File: src/rtl/ptu_pkg.sv
// shared types and constants for the page translation unit
`timescale 1ns / 1ps
package ptu_pkg;
	localparam int OFFSET_BITS_D   = 13;
	localparam int INNER_BITS_D    = 10;
	localparam int OUTER_ENTRIES_D = 16;
	localparam int FRAME_COUNT_D   = 4096;
	localparam int TLB_SIZE_D      = 16;
	localparam int VA_W    = 32;
	localparam int LEN_W   = 32;
	localparam int FRAME_W = 12;
	localparam int PHYS_W  = 25;
	localparam int CNT_W   = 32;

	typedef enum logic [1:0] {
		REQ_TRANSLATE = 2'd0,
		REQ_MAP       = 2'd1,
		REQ_UNMAP     = 2'd2
	} req_t;

	typedef enum logic [1:0] {
		ST_OK    = 2'd0,
		ST_FAULT = 2'd1,
		ST_OOM   = 2'd2
	} status_t;

	typedef enum logic [3:0] {
		S_IDLE,
		S_CLEAR,
		S_PT_RD,
		S_PT_WAIT,
		S_DECIDE,
		S_SCAN_RD,
		S_SCAN_CHK,
		S_UN_RD,
		S_UN_WAIT,
		S_UN_DO,
		S_OUT
	} state_t;
endpackage

File: src/rtl/ptu_tlb.sv
// fully associative tlb with first-invalid or round-robin fill
`timescale 1ns / 1ps
module ptu_tlb #(
	parameter int TLB_SIZE = ptu_pkg::TLB_SIZE_D,
	parameter int VPN_W    = 14
) (
	input  logic                        clk,
	input  logic                        arst_n,
	input  logic [VPN_W-1:0]            look_vpn,
	output logic                        look_hit,
	output logic [ptu_pkg::FRAME_W-1:0] look_frame,
	input  logic                        fill,
	input  logic [VPN_W-1:0]            fill_vpn,
	input  logic [ptu_pkg::FRAME_W-1:0] fill_frame,
	input  logic                        drop,
	input  logic [VPN_W-1:0]            drop_vpn
);
	localparam int IW = $clog2(TLB_SIZE);
	logic [VPN_W-1:0]            page_q  [TLB_SIZE];
	logic [ptu_pkg::FRAME_W-1:0] frame_q [TLB_SIZE];
	logic [TLB_SIZE-1:0]         valid_q;
	logic [IW-1:0]               ptr_q;
	logic [IW-1:0]               free_idx;
	logic                        any_free;

	always_comb begin
		look_hit   = 1'b0;
		look_frame = '0;
		for (int i = TLB_SIZE - 1; i >= 0; i--) begin
			if (valid_q[i] && page_q[i] == look_vpn) begin
				look_hit   = 1'b1;
				look_frame = frame_q[i];
			end
		end
	end

	always_comb begin
		any_free = 1'b0;
		free_idx = '0;
		for (int i = TLB_SIZE - 1; i >= 0; i--) begin
			if (!valid_q[i]) begin
				any_free = 1'b1;
				free_idx = IW'(i);
			end
		end
	end

	always_ff @(posedge clk or negedge arst_n) begin
		if (!arst_n) begin
			valid_q <= '0;
			ptr_q   <= '0;
		end else if (fill) begin
			if (any_free) begin
				valid_q[free_idx] <= 1'b1;
			end else begin
				ptr_q <= (ptr_q == IW'(TLB_SIZE - 1)) ? '0 : ptr_q + 1'b1;
			end
		end else if (drop) begin
			for (int i = 0; i < TLB_SIZE; i++) begin
				if (page_q[i] == drop_vpn) valid_q[i] <= 1'b0;
			end
		end
	end

	always_ff @(posedge clk) begin
		if (fill) begin
			page_q[any_free ? free_idx : ptr_q]  <= fill_vpn;
			frame_q[any_free ? free_idx : ptr_q] <= fill_frame;
		end
	end
endmodule

File: config.mk
export PLATFORM = sky130hd
export DESIGN_NAME = ptu_tlb
export DESIGN_NICKNAME = d
export VERILOG_FILES = /design/src/rtl/ptu_pkg.sv /design/src/rtl/ptu_tlb.sv
export SDC_FILE = /design/constraint.sdc
export NUM_CORES = 1
export LEC_CHECK = 0
export ABC_CLOCK_PERIOD_IN_PS = 4000
export BUFFER_PORTS_ARGS = -buffer_cell sky130_fd_sc_hd__buf_2
export CAP_MARGIN = 25
export CORE_MARGIN = 3
export CORE_UTILIZATION = 56
export DETAILED_ROUTE_END_ITERATION = 16
export PLACE_DENSITY = 0.85
export SYNTH_ARGS = -nofsm -noshare
export SYNTH_HDL_FRONTEND = slang
export SYNTH_SLANG_ARGS = --single-unit
File: constraint.sdc
create_clock -name clk -period 4 [get_ports clk]
set_input_delay 0 -clock clk [delete_from_list [all_inputs] [get_ports clk]]
set_output_delay 0 -clock clk [all_outputs]
set_load 0.03 [all_outputs]
After elaboration in Yosys (flattened, before gate mapping)
Memories as Yosys holds them, arrays and structs flattened.
Cells that the tools add are included.
- add/sub/neg operators: 1
- magnitude comparators: 2
- equality and inequality tests: 34
- muxes and demuxes: 89
- bitwise gates (word level): 2
- reductions and logical operators: 51
- operators by type and width (cell ; number):
    == test 14 bit ; 32
    two-way mux 12 bit ; 16
    two-way mux 4 bit ; 18
    two-way mux 1 bit ; 51
    two-way mux 16 bit ; 3
    AND reduction 3 bit ; 16
    nonzero test 2 bit ; 17
    logical AND 1 bit ; 17
    OR 16 bit ; 1
    < comparator 4 x 5 -> 1 bit (second input constant) ; 1
    adder 4 x 1 -> 4 bit (second input constant) ; 1
    demux 1 bit (select 4 bit) ; 1
    == test 4 bit (second input constant) ; 1
    >= comparator 4 x 1 -> 1 bit (second input constant) ; 1
    != test 2 x 1 -> 1 bit (second input constant) ; 1
    AND reduction 2 bit ; 1
    inverter 1 bit ; 1
- register bits after elaboration: 20
- memory bits (writable): 416
- memories kept: 2
- memories (memory ; words ; bits a word ; read ports ; clocked after memory_dff ; write ports ; line ; text):
    page_q ; 16 ; 14 ; 16 ; 0 ; 1 ; ptu_tlb.sv:19 ; logic [VPN_W-1:0] page_q [TLB_SIZE];
    frame_q ; 16 ; 12 ; 16 ; 0 ; 1 ; ptu_tlb.sv:20 ; logic [ptu_pkg::FRAME_W-1:0] frame_q [TLB_SIZE];

Depth between registers and ports, before layout
Gate-level depths: netlist of the first run.
- depth after elaboration: 23
- mapped depth: 12

Least setup slack after synthesis of the first run
No wires, ideal clock.
- path kind: register to register
- from: register valid_q[15]
- to: memory frame_q[7][0] in the netlist's numbering (enable)
- library setup time: 0.449 ns
- arrival time: 3.418 ns
- required time: 3.551 ns
- setup slack: 0.133 ns
- stages on the path, launching flop included: 10
- clock period less this slack: 3.867 ns
- cells stage by stage: dfrtp_1 > nand2_1 > a31oi_1 > o211ai_1 > a31oi_1 > nor3_1 > inv_1 > nand2_1 > nand2_1 > a211oi_1
- longest elaborated chain between the ends: 17
- elaborated cells between the ends (all ways): 33
- classes of those cells: mux (33)
- RTL lines (element ; line ; text):
    from (decl) ; ptu_tlb.sv:21 ; logic [TLB_SIZE-1:0] valid_q;
    from (signal assigned) ; ptu_tlb.sv:50 ; valid_q <= '0;
    from (signal, indexed assignment) ; ptu_tlb.sv:54 ; valid_q[free_idx] <= 1'b1;
    from (signal, indexed assignment) ; ptu_tlb.sv:60 ; if (page_q[i] == drop_vpn) valid_q[i] <= 1'b0;
    two-way mux 4 bit / two-way mux 1 bit (equally long branches) (16 in series) ; ptu_tlb.sv:41 ; if (!valid_q[i]) begin
    two-way mux 4 bit * ; ptu_tlb.sv:68 ; frame_q[any_free ? free_idx : ptr_q] <= fill_frame;
    to (decl) ; ptu_tlb.sv:20 ;
Every way passes the cells marked *; elsewhere a longest branch is shown, timed or not.

==> results.json, run 1 <==
{
  "timing.setup.tns_ps": 0,
  "fin_crit_sh": 0.961,
  "crit_type": "flop to output port",
  "synth_commonest_cells": "edfxtp_1 (416), xnor2_1 (401), nand4_1 (102)",
  "core_um2": 36700,
  "p_per_area_nw_per_um2": 584,
  "num_vias": 14014,
  "reg2reg_depth": 10,
  "yosysMostFrequentCell": "edfxtp_1",
  "status": "complete, no violations",
  "cts-root-buf": "clkbuf_16",
  "synthesis.area_um2": 20900,
  "grt_pass1_vias": 14179,
  "fp.dieH_um": 199,
  "yosys.area.top_type": "edfxtp_1",
  "fin_nets": 1695,
  "cts_tree": "built",
  "postLayoutCoreUtil": 0.640,
  "initial_utilization": 0.571,
  "std_cell_rows": 70,
  "max_stage_delay_ps": 820,
  "maxCapViolations": 0,
  "ir_drop_uv": 509,
  "place.gp.congestion": 0.993,
  "synth-seq-cells": 436,
  "grt_usage": 0.308,
  "ys_warn_count": 0,
  "met3_usage": 0.0610,
  "synth_ff_type": "edfxtp_1",
  "end_kind": "output port",
  "min_path_cells": 6,
  "die_w_um": 199,
  "wl_per_cell_um": 28.6,
  "synth_area_leaders": "edfxtp_1 (60%), xnor2_1 (17%), nand4_1 (3.0%), dfrtp_1 (2.4%), xor2_1 (2.0%)",
  "hp-class": "primary input to flop",
  "slew_headroom": 0.270,
  "area_growth_pct": 12.1,
  "synth_cells": 1529,
  "use_met2": 0.515,
  "rrSetupSlack_ps": 780,
  "arrival_ps": 3840,
  "skew_ps": 18.1,
  "cts_buffer_depth": 3,
  "drive_above_1_share": 0.131,
  "grt_antenna_before_repair": 0,
  "synth_fp_nets": 1588,
  "worstPathMaxFanout": 12,
  "ys_types": 58,
  "syn_avg_cell_area_um2": 13.7,
  "required_ps": 4000,
  "setup_violations": 0,
  "ys_async_sr_fraction": 0.0459,
  "numCtsBuffers": 43,
  "ant_nets": 0,
  "yosys.area.top_type_share": 0.596,
  "io_pins": 71,
  "worst_pin_slew_ps": 1090,
  "grt_pass1_wl_mm": 89.2,
  "start_kind": "flop",
  "finalHoldViolations": 0,
  "clkTransAtPathRegs_ps": 70,
  "clkLatencyLatePin_ps": 560,
  "power.total_w": 0.0137,
  "drt-initial-drc-count": 1729,
  "grt_overflow": 0,
  "crit_path_cell_trace": "xnor2_1 -> nand4_1 -> or4_1 -> nand2_2 -> o221ai_1 -> o2111ai_1 -> nand3_1 -> a41oi_1 -> buf_2",
  "post-cts-setup-buffers": 0,
  "fmax_mhz": 260,
  "finalWirelength_mm": 61.3,
  "vias_per_cell": 6.55,
  "crit_slowest_cell": "or4_1",
  "port_buffers": 70,
  "rsz0062_at_grt": "false",
  "drt_pass1_iterations": 6,
  "period_minus_slack_ps": 3840,
  "slew_viol_final": 0,
  "grt_use_met1": 0.378,
  "dp_hpwl_mm": 37.6,
  "ys_seq_area_frac": 0.620,
  "grt-busiest-layer": "met2",
  "synth-edff-count": 416,
  "p_leak_nw": 7.31,
  "drc": 0,
  "cts_sinks": 436,
  "htreeDepth": 2,
  "grt_max_degree": 32,
  "dieArea_um2": 39800
}
[sequential cells by signal, indices dropped and copies added (netlist names)]
| signal | flops |
|---|---|
| frame_q | 192 |
| page_q | 224 |
| valid_q | 16 |
| ptr_q | 4 |
[worst max-delay path, delay by kind of cell (launching register included)]
| kind | cells | cell delay [ps] |
|---|---|---|
| AO/OA/AOI/OAI | 3 | 890 |
| AND/OR/NAND/NOR | 4 | 1480 |
| flip-flops | 1 | 450 |
| XOR/XNOR | 1 | 180 |
| buffers and inverters | 1 | 270 |
[report_power, final]
part           internal (W)  switching, W  total [W]  leakage, nW
clock               0.00232       0.00171    0.00403        0.681
sequential          0.00617      0.000596    0.00676         3.97
combinational      0.000974       0.00195    0.00292         2.66
total               0.00946       0.00425     0.0137         7.31
[metrics by stage]
step	hold slack, ps	cells	area [um^2]	setup slack, ps
6_report	156	2139	23500	158
2_1_floorplan	-296	1529	20900	133
5_1_grt	166	2138	23500	8.30
3_3_place_gp	-15.8	2028	21800	860
4_1_cts	143	2137	23500	190
3_5_place_dp	-7.98	2028	21800	758
[cell type report]
type                    count  area, um^2
well taps                 468         586
diodes                      1        2.50
clock inverters            22         221
repair buffers            146        1020
multi-input cells         989        7430
clock buffers              57        1170
fillers                  2564       13200
flip-flops and latches    436       13000
inverters                  20        75.1
[cells in the final DEF, fill, tap and decap left out, types with 6 or more instances in the layout]
cell type / Yosys / routed
nor4_1: 17 / 15
mux2i_1: 9 / 9
o2111ai_1: 9 / 9
o21ai_0: 34 / 34
o221ai_1: 12 / 12
nor4_4: 8 / 9
a22oi_1: 9 / 9
buf_2: 10 / 70
clkinv_2: 0 / 7
nand2_1: 66 / 66
o31ai_1: 15 / 15
a41oi_1: 10 / 10
dlygate4sd3_1: 0 / 30
edfxtp_1: 416 / 416
nor2_2: 0 / 11
nand4_1: 102 / 102
nand3b_1: 11 / 11
clkinv_1: 0 / 8
nor2_1: 25 / 14
nand3_1: 34 / 34
xor2_1: 48 / 48
a21oi_1: 41 / 41
xnor2_1: 401 / 401
o21ai_1: 21 / 21
buf_4: 5 / 45
inv_1: 20 / 20
clkbuf_1: 38 / 10
clkbuf_16: 0 / 43
or3_1: 9 / 9
nand2b_1: 15 / 15
nor3b_1: 9 / 9
nor2b_1: 14 / 14
a221oi_1: 13 / 13
nor4_2: 5 / 6
dfrtp_1: 20 / 20
[cell families (layout without fill, tap and decap cells)]
kind of cell               after synthesis  in the layout  synth area share
other                                    0              1                 0
and+or+nand+nor                        338            338            0.0971
AOI/OAI and AO/OA                      189            189            0.0594
muxes                                   12             12           0.00591
DFF                                    436            436             0.620
buffers and inverters                  104            245            0.0291
adders and majority gates                1              1          0.000597
xor gates and xnor gates               449            449             0.188
[worst paths after layout]
check | start | to
min | drop | valid_q[7]$_DFFE_PN0P_
min in group asynchronous | arst_n | valid_q[4]$_DFFE_PN0P_
max | page_q[12][4]$_DFFE_PP_ | look_frame[4]
max reg2reg | valid_q[15]$_DFFE_PN0P_ | frame_q[8][7]$_DFFE_PP_
min reg2reg | ptr_q[2]$_DFFE_PN0P_ | ptr_q[2]$_DFFE_PN0P_
max in group asynchronous | arst_n | valid_q[11]$_DFFE_PN0P_
[routing by layer]
layer | routed length (um) | vias up
met3 | 6310 | 292
met2 | 29300 | 1023
met1 | 21600 | 6823
met4 | 4000 | 0
li1 | - | 5876
met5 | 0 | -
[timing repair]
action                                  4_1_cts  5_1_grt
hold buffers                                 30        0
endpoints found under the setup margin        0        1
endpoints found under the hold margin       444        0
resized for setup                             0        1
(Power assumes the default switching activity.)
==> run 2, diff against run 1 <==
--- a/config.mk
+++ b/config.mk
@@ -8,6 +8,7 @@
 export ABC_CLOCK_PERIOD_IN_PS = 4000
 export BUFFER_PORTS_ARGS = -buffer_cell sky130_fd_sc_hd__buf_2
 export CAP_MARGIN = 25
+export CORE_ASPECT_RATIO = 0.9
 export CORE_MARGIN = 3
 export CORE_UTILIZATION = 56
 export DETAILED_ROUTE_END_ITERATION = 16
==> run 2 against run 1 <==
  * Worst hold slack got worse by 140 ps
  * Sequential cell count did not move
  * Clock-buffer cell count fell by 2
  * Register-to-register slack better by 30 ps
  * Via count increased by 0.24%
  * Sequential share of layout area increased by 0.25 points
  * Global-route usage decreased by 0.72 points
  * Critical path type unchanged
  * Largest cell class unchanged
  * Highest routed layer unchanged
==> results.json, run 2 (synthesized netlist as in run 1, its figures left out) <==
{
  "required_ps": 4000,
  "io_pins": 71,
  "timing.setup.tns_ps": 0,
  "place_area_um2": 21800,
  "p_leak_nw": 7.26,
  "grt_max_degree": 32,
  "grt_antenna_before_repair": 0,
  "clkTransAtPathRegs_ps": 60,
  "p_per_area_nw_per_um2": 575,
  "grt_usage": 0.301,
  "wirelength_met1_mm": 22.3,
  "drc": 0,
  "area_growth_pct": 11.6,
  "core_um2": 36500,
  "postLayoutCoreUtil": 0.641,
  "initial_utilization": 0.574,
  "end_kind": "output port",
  "slew_viol_final": 0,
  "crit_type": "flop to output port",
  "post_cts_resize_count": 0,
  "hp-class": "primary input to flop",
  "fin_crit_sh": 0.944,
  "port_buffers": 70,
  "maxCapViolations": 0,
  "fillers": 2540,
  "start_kind": "flop",
  "skew_ps": 23.7,
  "met3_wirelength_mm": 8.97,
  "largest_register_ffs": 224,
  "final_common_cell": "edfxtp_1",
  "regMostFlops": "page_q",
  "mostFrequentLayoutCells": "edfxtp_1 (416), xnor2_1 (401), nand4_1 (102)",
  "numCtsBuffers": 44,
  "period_minus_slack_ps": 3770,
  "finalHoldViolations": 0,
  "drt-initial-drc-count": 2141,
  "ant_nets": 0,
  "post-cts-setup-buffers": 0,
  "fmax_mhz": 265,
  "wl_per_cell_um": 28.2,
  "fin_ws_ps": 226,
  "htreeDepth": 2,
  "fin_nets": 1697,
  "ir_drop_uv": 453,
  "num_vias": 14047,
  "final_cell_area_um2": 23400,
  "routed.top_layer": "met4",
  "grt_overflow": 0,
  "place.gp.congestion": 0.961,
  "cts_tree": "built",
  "dp_hpwl_mm": 37.7,
  "drive_above_1_share": 0.128,
  "worst_pin_slew_ps": 962,
  "fp.dieH_um": 189,
  "cts_sinks": 436,
  "clkLatencyLatePin_ps": 540,
  "std_cell_rows": 66,
  "worstPathMaxFanout": 11,
  "vias_per_cell": 6.55,
  "grt_pass1_vias": 14066,
  "status": "complete, no violations",
  "reg.largest.list": "page_q: 224 flops, frame_q: 192 flops, valid_q: 16 flops",
  "cts_buffer_depth": 3,
  "die_w_um": 210,
  "grt_pass1_wl_mm": 88.9,
  "finalWirelength_mm": 60.4,
  "cts-root-buf": "clkbuf_16",
  "setup_violations": 0,
  "slew_headroom": 0.356,
  "seq_area_um2": 13000,
  "dieArea_um2": 39800,
  "pre_cts_slack_ps": 696,
  "arrival_ps": 3770,
  "rsz0062_at_grt": "false",
  "met2_length_mm": 27.0,
  "multi_input_area_um2": 7420,
  "drt_pass1_iterations": 5
}
==> run 2: cell count changes in the layout (fill, tap and decap cells not counted), moves of 2 or more <==
cell,delta
dlygate4sd3_1,-2
buf_4,+3
clkinv_1,+6
clkbuf_1,-2
bufinv_16,-3
clkbuf_16,+2
clkbuf_8,-2
==> run 2: metrics by stage <==
step,total power [W],cells,hold WS (ps)
3_5_place_dp,0.00962,2038,8.73
4_1_cts,0.0134,2142,1.86
6_report,0.0134,2145,12.3
2_1_floorplan,0.00854,1529,-296
5_1_grt,0.0139,2144,4.87
3_3_place_gp,0.00951,2038,3.83
==> run 2: path summary, 6_finish.rpt <==
| kind | end | slack [ps] | cells after the start | startpoint |
|---|---|---|---|---|
| worst max register to register | frame_q[14][1]$_DFFE_PP_ | 810 | 10 | valid_q[15]$_DFFE_PN0P_ |
| worst min register to register | valid_q[11]$_DFFE_PN0P_ | 600 | 2 | valid_q[11]$_DFFE_PN0P_ |
| worst min-delay path | page_q[10][0]$_DFFE_PP_ | 10 | 1 | fill_vpn[0] |
| worst max-delay path | look_frame[6] | 230 | 9 | page_q[15][5]$_DFFE_PP_ |
| max in group asynchronous | ptr_q[2]$_DFFE_PN0P_ | 3580 | 2 | arst_n |
| min in group asynchronous | valid_q[9]$_DFFE_PN0P_ | 30 | 2 | arst_n |
==> run 2: layer usage <==
metal,track usage,vias to the layer above
met5,0,-
met4,0.102,0
met3,0.0719,162
met2,0.462,1146
met1,0.426,6877
li1,-,5862
==> run 2: power breakdown <==
part / switching [W] / internal, W / leakage (nW)
Clock: 0.00163 / 0.00214 / 0.638
Combinational: 0.00195 / 0.000978 / 2.65
Sequential: 0.000573 / 0.00617 / 3.97
Total: 0.00415 / 0.00928 / 7.26
==> run 2: layout make-up <==
| type | count | area share |
|---|---|---|
| diodes | 1 | 0.000107 |
| clock buffers | 55 | 0.0506 |
| clock inverters | 21 | 0.00482 |
| inverters | 20 | 0.00321 |
| multi-input cells | 989 | 0.317 |
| flip-flops and latches | 436 | 0.556 |
| well taps | 476 | 0.0255 |
| repair buffers | 147 | 0.0427 |
==> run 2: timing repair <==
| item | 4_1_cts | 5_1_grt |
|---|---|---|
| endpoints found under the hold margin | 402 | 0 |
| endpoints found under the setup margin | 0 | 0 |
| hold buffers | 28 | 0 |
==> run 2: worst max-delay path, cell delays in order (launching register included) <==
cell and delay, ps:
edfxtp_1 440, xnor2_1 220, nand4_1 140, nor4_2 450
nor2b_2 620, a221oi_1 240, o2111ai_1 430, nand3_1 190
a41oi_1 260, buf_2 240
